[src/rtl/lucd_pkg.sv]
package lucd_pkg;

    localparam int unsigned BYTE_W   = 8;
    localparam int unsigned CP_W     = 21;
    localparam int unsigned PEND_D   = 3;
    localparam int unsigned BUF_D    = 4;
    localparam int unsigned RES_MAX  = 3;
    localparam int unsigned QUEUE_D  = 4;
    localparam int unsigned ODATA_W  = 24;

    localparam logic [BYTE_W-1:0] LEAD2_MASK = 8'he0;
    localparam logic [BYTE_W-1:0] LEAD2_PFX  = 8'hc0;
    localparam logic [BYTE_W-1:0] LEAD3_MASK = 8'hf0;
    localparam logic [BYTE_W-1:0] LEAD3_PFX  = 8'he0;
    localparam logic [BYTE_W-1:0] LEAD4_MASK = 8'hf8;
    localparam logic [BYTE_W-1:0] LEAD4_PFX  = 8'hf0;
    localparam logic [BYTE_W-1:0] CONT_MASK  = 8'h3f;
    localparam logic [BYTE_W-1:0] L2_MASK    = 8'h1f;
    localparam logic [BYTE_W-1:0] L3_MASK    = 8'h0f;
    localparam logic [BYTE_W-1:0] L4_MASK    = 8'h07;
    localparam logic [CP_W-1:0]   CP_MIN     = 21'h00020;
    localparam logic [CP_W-1:0]   CP_DEL     = 21'h0007f;

    typedef logic [CP_W-1:0] t_cp;

    typedef struct packed {
        t_cp  cp;
        logic last;
    } t_res;

    typedef struct packed {
        logic [BUF_D-1:0]         vld;
        logic [BUF_D-1:0][CP_W-1:0] cp;
    } t_dec;

    // Sequence length announced by a lead byte: 2, 3, 4, else 1.
    function automatic logic [2:0] lead_len(input logic [BYTE_W-1:0] b);
        logic [2:0] len;
        len = 3'd1;
        if ((b & LEAD2_MASK) == LEAD2_PFX) begin
            len = 3'd2;
        end else if ((b & LEAD3_MASK) == LEAD3_PFX) begin
            len = 3'd3;
        end else if ((b & LEAD4_MASK) == LEAD4_PFX) begin
            len = 3'd4;
        end
        return len;
    endfunction

    function automatic logic cp_keep(input t_cp cp);
        return (cp >= CP_MIN) && (cp != CP_DEL);
    endfunction

    // Walk a buffer of up to four bytes; one candidate per start position.
    function automatic t_dec decode_buf(input logic [BUF_D-1:0][BYTE_W-1:0] bytes,
                                        input logic [2:0] n);
        t_dec              d;
        logic [2:0]        pos;
        logic [3:0]        sum;
        logic [BYTE_W-1:0] lead;
        logic [BYTE_W-1:0] c1;
        logic [BYTE_W-1:0] c2;
        logic [BYTE_W-1:0] c3;
        logic [2:0]        len;
        t_cp               cp;
        pos = 3'd0;
        d   = '0;
        for (int s = 0; s < BUF_D; s++) begin
            if (pos < n) begin
                lead = bytes[pos[1:0]];
                c1   = bytes[pos[1:0] + 2'd1] & CONT_MASK;
                c2   = bytes[pos[1:0] + 2'd2] & CONT_MASK;
                c3   = bytes[pos[1:0] + 2'd3] & CONT_MASK;
                len  = lead_len(lead);
                sum  = {1'b0, pos} + {1'b0, len};
                cp   = {13'd0, lead};
                if ((len > 3'd1) && (sum <= {1'b0, n})) begin
                    case (len)
                        3'd2:    cp = {10'd0, 5'(lead & L2_MASK), c1[5:0]};
                        3'd3:    cp = {5'd0, 4'(lead & L3_MASK), c1[5:0], c2[5:0]};
                        default: cp = {3'(lead & L4_MASK), c1[5:0], c2[5:0], c3[5:0]};
                    endcase
                    pos = sum[2:0];
                end else begin
                    pos = pos + 3'd1;
                end
                d.cp[s]  = cp;
                d.vld[s] = cp_keep(cp);
            end
        end
        return d;
    endfunction

endpackage

[src/rtl/lenient_utf8_codepoint_decoder.sv]
// Channel  Dir  tdata                       tlast         tuser
// s_axis   in   [7:0] data_byte             end_of_text   -
// m_axis   out  [20:0] code_point, 0 above  last_of_run   -
//
// Each accepted byte is decoded in the cycle it is taken; its results (0 to 3)
// land in a four-entry result queue that drains one transaction per cycle
// while m_axis_tready is high. A byte is taken whenever the queue holds at
// most one result, so one result per byte runs at one byte per clock unless
// the output stalls; extra results from a flush hold off the next input byte.
// Synchronous active-low reset empties the queue and closes any open sequence.
module lenient_utf8_codepoint_decoder (
    input  logic                          i_clk,
    input  logic                          i_rst_n,
    input  logic                          s_axis_tvalid,
    output logic                          s_axis_tready,
    input  logic [lucd_pkg::BYTE_W-1:0]   s_axis_tdata,  // [7:0] data_byte
    input  logic                          s_axis_tlast,  // end_of_text
    output logic                          m_axis_tvalid,
    input  logic                          m_axis_tready,
    output logic [lucd_pkg::ODATA_W-1:0]  m_axis_tdata,  // [20:0] code_point
    output logic                          m_axis_tlast   // last_of_run
);
    import lucd_pkg::*;

    logic [PEND_D-1:0][BYTE_W-1:0] r_pend;
    logic [1:0]                    r_cnt;
    logic [2:0]                    r_seq;
    t_res [QUEUE_D-1:0]            r_q;
    logic [2:0]                    r_occ;

    logic [PEND_D-1:0][BYTE_W-1:0] n_pend;
    logic [1:0]                    n_cnt;
    logic [2:0]                    n_seq;
    t_res [QUEUE_D-1:0]            n_q;
    logic [2:0]                    n_occ;

    logic                          acc;
    logic                          pop;
    logic [BUF_D-1:0][BYTE_W-1:0]  bytes;
    logic [2:0]                    n_bytes;
    logic [2:0]                    b_len;
    logic                          fire;
    t_dec                          dec;
    t_res [QUEUE_D-1:0]            slot;
    logic [2:0]                    k;
    logic [2:0]                    push;
    logic [2:0]                    rem;
    logic [2:0]                    off;

    assign s_axis_tready = (r_occ <= 3'd1);
    assign acc           = s_axis_tvalid && s_axis_tready;
    assign m_axis_tvalid = (r_occ != 3'd0);
    assign pop           = m_axis_tvalid && m_axis_tready;
    assign m_axis_tdata  = {3'd0, r_q[0].cp};
    assign m_axis_tlast  = r_q[0].last;

    always_comb begin
        bytes[0] = (r_cnt == 2'd0) ? s_axis_tdata : r_pend[0];
        bytes[1] = (r_cnt == 2'd1) ? s_axis_tdata : r_pend[1];
        bytes[2] = (r_cnt == 2'd2) ? s_axis_tdata : r_pend[2];
        bytes[3] = s_axis_tdata;
        n_bytes  = {1'b0, r_cnt} + 3'd1;
        b_len    = lead_len(s_axis_tdata);
        if (s_axis_tlast) begin
            fire = 1'b1;
        end else if (r_seq == 3'd0) begin
            fire = (b_len == 3'd1);
        end else begin
            fire = (n_bytes >= r_seq);
        end
        dec = decode_buf(bytes, n_bytes);
    end

    // Compact kept candidates into at most three result slots.
    always_comb begin
        slot = '0;
        k    = 3'd0;
        for (int s = 0; s < BUF_D; s++) begin
            if (dec.vld[s] && (k < 3'(RES_MAX))) begin
                slot[k[1:0]].cp = dec.cp[s];
                k = k + 3'd1;
            end
        end
        for (int j = 0; j < QUEUE_D; j++) begin
            slot[j].last = (k != 3'd0) && (3'(j) == k - 3'd1);
        end
    end

    always_comb begin
        n_pend = r_pend;
        n_cnt  = r_cnt;
        n_seq  = r_seq;
        if (acc) begin
            if (fire) begin
                n_cnt = 2'd0;
                n_seq = 3'd0;
            end else begin
                // hold the byte until the sequence completes
                n_pend[r_cnt] = s_axis_tdata;
                n_cnt         = n_bytes[1:0];
                if (r_seq == 3'd0) begin
                    n_seq = b_len;
                end
            end
        end
    end

    always_comb begin
        push  = (acc && fire) ? k : 3'd0;
        rem   = r_occ - {2'd0, pop};
        n_occ = rem + push;
        for (int j = 0; j < QUEUE_D; j++) begin
            off    = 3'(j) - rem;
            n_q[j] = r_q[j];
            if (3'(j) < rem) begin
                n_q[j] = r_q[2'(j) + {1'b0, pop}];
            end else if (off < push) begin
                n_q[j] = slot[off[1:0]];
            end
        end
    end

    always_ff @(posedge i_clk) begin
        if (!i_rst_n) begin
            r_cnt <= 2'd0;
            r_seq <= 3'd0;
            r_occ <= 3'd0;
        end else begin
            r_cnt <= n_cnt;
            r_seq <= n_seq;
            r_occ <= n_occ;
        end
    end

    always_ff @(posedge i_clk) begin
        r_pend <= n_pend;
        r_q    <= n_q;
    end

endmodule

[config.mk]
export PLATFORM = sky130hd
export DESIGN_NAME = lenient_utf8_codepoint_decoder
export DESIGN_NICKNAME = d
export VERILOG_FILES = /design/src/rtl/lucd_pkg.sv /design/src/rtl/lenient_utf8_codepoint_decoder.sv
export SDC_FILE = /design/constraint.sdc
export NUM_CORES = 1
export LEC_CHECK = 0
export BUFFER_PORTS_ARGS = -buffer_cell sky130_fd_sc_hd__buf_2
export CAP_MARGIN = 20
export CELL_PAD_IN_SITES_DETAIL_PLACEMENT = 0
export CELL_PAD_IN_SITES_GLOBAL_PLACEMENT = 1
export CORE_UTILIZATION = 49
export DETAILED_ROUTE_END_ITERATION = 8
export GPL_TIMING_DRIVEN = 1
export PLACE_DENSITY_LB_ADDON = 0.12
export SLEW_MARGIN = 0
export SYNTH_ARGS = -nofsm -noshare
export SYNTH_HDL_FRONTEND = slang
export SYNTH_SLANG_ARGS = --single-unit
[constraint.sdc]
create_clock -name i_clk -period 28.4 [get_ports i_clk]
set_input_delay 5.68 -clock i_clk [delete_from_list [all_inputs] [get_ports i_clk]]
set_output_delay 5.68 -clock i_clk [all_outputs]
set_load 0.01 [all_outputs]
==> impl_metrics.csv, run 1 <==
group,metric,value,unit
status,status,"complete, no violations",
detailed_routing,drt-initial-drc-count,2689,
synthesis,ys_seq_area_share,22.22,%
floorplan,initial_core_util,50.00,%
clock_tree,cts-buffers-inserted,17,
synthesis,ys_types,108,
clock_tree,cts_tree,"yes",
power,peakVddDrop,0.1174,mV
synthesis,synth_ff_type,"edfxtp_1",
synthesis,synth_cells,2024,
synthesis,ys_ff_latch,120,
clock_tree,clockBufferDepth,2,
timing,setup_viol,0,
placement,post-place-ws,3010,ps
grt,grt_overflow,0,
detailed_routing,via_per_inst,7.352,
grt,grt_pass1_wl,104200,um
flow_run,drv_cap,0,
setup_path,cpPeakStageDelay,920,ps
timing,tightest_slew,1259,ps
synthesis,yosysWarnings,0,
timing,fin_skew,13.45,ps
cells_and_area,design.final.nets,2016,
timing,slew_violations,0,
timing,post-route-period-util,89.77,%
clock_tree,path_clk_slew,60,ps
clock_tree,cts-root-buf,"clkbuf_16",
grt,grt_pass1_vias,15930,
synthesis,yosys.area.top_type_share,21.21,%
synthesis,ys_top_cells_by_area,"edfxtp_1, mux2i_1, nand2_1, ha_1, a21oi_1",
timing,min_period,25490,ps
power,leakagePower,6.354,nW
timing,fin_setup_tns,0,ps
timing,clock.fmax,39.22,MHz
detailed_routing,routed-via-count,17290,
setup_path,required,28480,ps
setup_path,worst_setup_path_end_kind,"flip-flop",
detailed_routing,wire_per_inst,29.93,um
floorplan,core,31720,um2
setup_path,crit_type,"input pin to flip-flop",
timing,relSlewSlack,16.08,%
grt,grt_usage,42.26,%
timing,rsz0062_at_grt,"no",
floorplan,die_w,181.9,um
cells_and_area,n_antenna_cell,0,
grt,grt_start_max_net_pins,46,
timing,finalHoldViolations,0,
floorplan,die-area,33090,um2
clock_tree,cts-resized-gates,0,
detailed_routing,firstDrtPassIters,7,
detailed_routing,route.detailed.drc,0,
synthesis,synth_common_cells,"nand2_1, nor2_1, a21oi_1",
synthesis,async_reset_ff_share,0,%
detailed_routing,postRouteAntennaNets,0,
timing,timing.final.ws_setup,2906,ps
cells_and_area,areaGrowthSynthToFinish,4.639,%
clock_tree,clock_sinks,120,
setup_path,cpMostUsedCell,"ha_1",
clock_tree,clock_latency,470,ps
clock_tree,post-cts-setup-buffers,0,
synthesis,yosysTopAreaCell,"edfxtp_1",
clock_tree,htree_levels,4,
cells_and_area,finish.utilization,52.32,%
setup_path,cp_slowest_cell,"inv_1",
synthesis,synth_edf_count,112,
synthesis,post-synth-top-count-cell,"nand2_1",
setup_path,worstPathArrival,25570,ps
setup_path,crit_path_start_kind,"input pin",
detailed_routing,finalWirelength,70390,um
placement,place.port_buffers,36,
setup_path,cp_max_fo,44,
floorplan,top_level_ports,40,
floorplan,die_h,181.9,um
floorplan,fp-row-count,65,
hold_path,hold_class,"flip-flop to flip-flop",
clock_tree,ctsHoldBuffers,0,
placement,place_congestion,1.085,
cells_and_area,nFillCells,3120,
placement,place_hpwl,52410,um
cells_and_area,drive_gt1_share,12.05,%
grt,antenna_found_initial,0,
power,powerDensity,149.2,nW/um2
synthesis,netlist_area,15860,um2
synthesis,synth.avg_cell_area,7.835,um2
[cells in the final DEF (no fill, tap or decap), drive strengths merged, types with 55 or more instances in the layout]
| cell type | n |
|---|---|
| buf | 82 |
| a21oi | 143 |
| a211oi | 74 |
| ha | 61 |
| nor2 | 177 |
| inv | 55 |
| nand2 | 213 |
| nor3 | 78 |
| o21ai | 145 |
| nand3 | 72 |
| mux2i | 124 |
| edfxtp | 112 |
[path summary, 6_finish.rpt]
check        cells after the start                   from  slack [ps]                   endpoint
max                             66        s_axis_tdata[5]        2910          r_q[71]$_DFFE_PP_
min                              2      r_q[30]$_DFFE_PP_         560  m_axis_tdata[7]$_DFFE_PP_
max reg2reg                     67  r_cnt[0]$_SDFFE_PN0P_        6600          r_q[71]$_DFFE_PP_
min reg2reg                      2      r_q[30]$_DFFE_PP_         560  m_axis_tdata[7]$_DFFE_PP_
[registers in the layout, summed over array words and instances (netlist names)]
| register | count |
|---|---|
| r_q | 66 |
| r_seq | 3 |
| m_axis_tlast | 1 |
| r_cnt | 2 |
| r_occ | 3 |
| r_pend | 24 |
| m_axis_tdata | 21 |
[layer usage]
layer	global-route usage [%]	routed length (um)	vias up
met5	0	0	-
met4	15.50	2658	0
met3	10.51	8546	209
met2	63.51	29860	1177
met1	58.38	29320	8344
li1	-	-	7562
[final cells by class]
| type | instances | area, um2 | share of cell area, % |
|---|---|---|---|
| clock buffer | 18 | 429.2 | 2.586 |
| clock inverter | 14 | 170.2 | 1.025 |
| inverter | 52 | 205.2 | 1.237 |
| multi-input combinational | 1664 | 11230 | 67.70 |
| sequential | 120 | 3523 | 21.23 |
| tap | 402 | 503.0 | 3.031 |
| timing repair buffer | 82 | 529.3 | 3.189 |
[worst max-delay path: cells and delay by family]
family,cells,cell delay (ps)
buffers and inverters,8,2590
adder cells (fa/ha/maj),10,3370
multiplexers,2,780
AO/OA/AOI/OAI,27,7810
AND/OR/NAND/NOR,19,5190
[cell families (layout without fill, tap and decap cells)]
family | Yosys count | count (layout) | synth area share (%)
simple gates | 697 | 697 | 20.71
flops | 120 | 120 | 22.22
compound gates | 711 | 711 | 31.52
xor+xnor | 9 | 9 | 0.4970
buf+inv | 245 | 166 | 7.456
fa+ha+maj | 66 | 66 | 5.444
mux | 174 | 174 | 12.11
other cells | 2 | 7 | 0.04735
[per-stage QoR]
step / instances / hold WS (ps) / total power, mW / cell area, um2
2_1_floorplan: 2029 / 473.9 / 1.690 / 15880
3_3_place_gp: 2319 / 533.2 / 2.165 / 15980
3_5_place_dp: 2319 / 539.4 / 2.178 / 15980
4_1_cts: 2351 / 556.2 / 2.419 / 16580
5_1_grt: 2352 / 590.1 / 2.606 / 16590
6_report: 2352 / 559.2 / 2.476 / 16590
[report_power, final]
| part | internal [mW] | total, mW | switching, mW |
|---|---|---|---|
| clock | 0.138 | 0.235 | 0.0968 |
| sequential | 0.363 | 0.398 | 0.0349 |
| combinational | 0.588 | 1.84 | 1.26 |
No activity file was read; power rests on OpenSTA's default activity.
==> run 2, diff against run 1 <==
--- a/config.mk
+++ b/config.mk
@@ -13,6 +13,7 @@
 export DETAILED_ROUTE_END_ITERATION = 8
 export GPL_TIMING_DRIVEN = 1
 export PLACE_DENSITY_LB_ADDON = 0.12
+export RECOVER_POWER = 25
 export SLEW_MARGIN = 0
 export SYNTH_ARGS = -nofsm -noshare
 export SYNTH_HDL_FRONTEND = slang
==> constraint.sdc (replaced) <==
create_clock -name i_clk -period 28.3 [get_ports i_clk]
set_input_delay 5.66 -clock i_clk [delete_from_list [all_inputs] [get_ports i_clk]]
set_output_delay 5.66 -clock i_clk [all_outputs]
set_load 0.01 [all_outputs]
==> impl_metrics.csv, run 2 (synthesized netlist as in run 1, its figures left out) <==
group,metric,value,unit
placement,place_hpwl,52730,um
power,peakVddDrop,0.1066,mV
placement,place_congestion,1.091,
floorplan,top_level_ports,40,
setup_path,cp_slowest_cell,"clkbuf_1",
detailed_routing,routed-via-count,17470,
timing,rsz0062_at_grt,"no",
power,power,2.490,mW
timing,relSlewSlack,4.482,%
cells_and_area,n_antenna_cell,0,
floorplan,core,31720,um2
timing,min_period,26310,ps
cells_and_area,mostFrequentLayoutCell,"nand2_1",
cells_and_area,nFillCells,3096,
clock_tree,post-cts-setup-buffers,0,
detailed_routing,wire_per_inst,30.42,um
setup_path,crit_path_start_kind,"input pin",
floorplan,die_h,181.9,um
grt,grt_pass1_wl,105200,um
power,powerDensity,150.6,nW/um2
cells_and_area,stdcell_area,16540,um2
clock_tree,cts_tree,"yes",
cells_and_area,drive_gt1_share,10.31,%
grt,grt_start_max_net_pins,46,
timing,fin_setup_tns,0,ps
placement,placed_area,15980,um2
setup_path,cpPeakStageDelay,1020,ps
setup_path,crit_type,"input pin to flip-flop",
timing,finalHoldViolations,0,
detailed_routing,finalWirelength,71540,um
timing,fin_skew,21.59,ps
placement,placedCellCount,2320,
floorplan,die_w,181.9,um
power,leakagePower,6.254,nW
clock_tree,clock_latency,460,ps
setup_path,required,28430,ps
detailed_routing,route.detailed.drc,0,
detailed_routing,drt-initial-drc-count,2974,
detailed_routing,via_per_inst,7.426,
grt,grt_usage,42.71,%
timing,slew_violations,0,
timing,setup_viol,0,
clock_tree,path_clk_slew,70,ps
flow_run,drv_cap,0,
cells_and_area,design.final.nets,2017,
grt,grt_overflow,0,
clock_tree,cts-resized-gates,0,
setup_path,cp_max_fo,44,
clock_tree,cts-buffers-inserted,17,
timing,clock.fmax,38.01,MHz
clock_tree,ctsHoldBuffers,0,
cells_and_area,regMostFlops,"r_q",
clock_tree,cts-root-buf,"clkbuf_16",
detailed_routing,postRouteAntennaNets,0,
clock_tree,clockBufferDepth,2,
cells_and_area,areaGrowthSynthToFinish,4.292,%
placement,post-place-ws,2692,ps
timing,timing.final.ws_setup,1988,ps
floorplan,fp-row-count,65,
setup_path,worstPathArrival,26440,ps
cells_and_area,largest_reg_flops,66,
timing,post-route-period-util,92.97,%
setup_path,worst_setup_path_end_kind,"flip-flop",
clock_tree,htree_levels,4,
floorplan,die-area,33090,um2
setup_path,cpMostUsedCell,"ha_1",
timing,tightest_slew,1433,ps
clock_tree,clock_sinks,120,
grt,antenna_found_initial,0,
cells_and_area,instances_no_fill,2352,
hold_path,hold_class,"flip-flop to flip-flop",
placement,place.port_buffers,36,
status,status,"complete, no violations",
floorplan,initial_core_util,50.00,%
detailed_routing,firstDrtPassIters,9,
grt,grt_pass1_vias,16140,
cells_and_area,layout_common_cells,"nand2_1, nor2_1, a21oi_1",
==> run 2: cell count changes in the layout (fill, tap and decap cells not counted) <==
cell      before  now
buf_2         36    5
clkbuf_1       1   32
and2_0         2    6
and2_1        31   27
clkinv_1       1    4
clkinv_2       4    2
inv_6          5    3
buf_4         45   46
o21ai_2        3    4
o21ai_4        2    1
==> run 2: worst max-delay path: cells and delay by family <==
family	cells	cell delay, ps
AOI/OAI and AO/OA	27	7320
adders and majority gates	10	3570
buffers and inverters	9	3580
muxes	2	700
and+or+nand+nor	19	5520
==> run 2: where the power goes <==
part / total (mW) / switching [mW] / internal [mW] / leakage (nW)
logic: 1.86 / 1.27 / 0.589 / 4.80
registers: 0.399 / 0.0354 / 0.363 / 1.17
clock network: 0.236 / 0.0984 / 0.138 / 0.283
total: 2.49 / 1.40 / 1.09 / 6.25
==> run 2: path summary, 6_finish.rpt <==
| check | slack, ps | cells past startpoint | startpoint | end |
|---|---|---|---|---|
| max reg2reg | 6270 | 72 | r_cnt[0]$_SDFFE_PN0P_ | m_axis_tdata[10]$_DFFE_PP_ |
| max | 1990 | 67 | s_axis_tdata[5] | m_axis_tdata[10]$_DFFE_PP_ |
| min reg2reg | 550 | 2 | r_cnt[1]$_SDFFE_PN0P_ | r_cnt[1]$_SDFFE_PN0P_ |
| min | 550 | 2 | r_cnt[1]$_SDFFE_PN0P_ | r_cnt[1]$_SDFFE_PN0P_ |
==> run 2: cell type report <==
type / count / area [um2] / area share (%)
clock buffers: 18 / 429.2 / 2.595
clock inverters: 13 / 153.9 / 0.9305
inverters: 52 / 205.2 / 1.241
multi-input cells: 1664 / 11230 / 67.88
flip-flops and latches: 120 / 3523 / 21.30
well taps: 402 / 503.0 / 3.041
repair buffers: 83 / 498.0 / 3.011
==> run 2: through the flow <==
stage               utilization, %  hold slack [ps]
floorplan                        -            473.9
global placement             50.39            530.6
detailed placement           50.39            542.9
CTS                          52.23            557.9
global route                 52.15            586.8
finish                       52.15            553.8
==> run 2: metal layers <==
layer | vias up | part of all wire (%) | global-route usage (%)
met3 | 212 | 12 | 9.186
li1 | 7550 | - | -
met5 | - | 0 | 0
met1 | 8429 | 41 | 60.17
met2 | 1274 | 43 | 63.92
met4 | 0 | 3.7 | 15.56
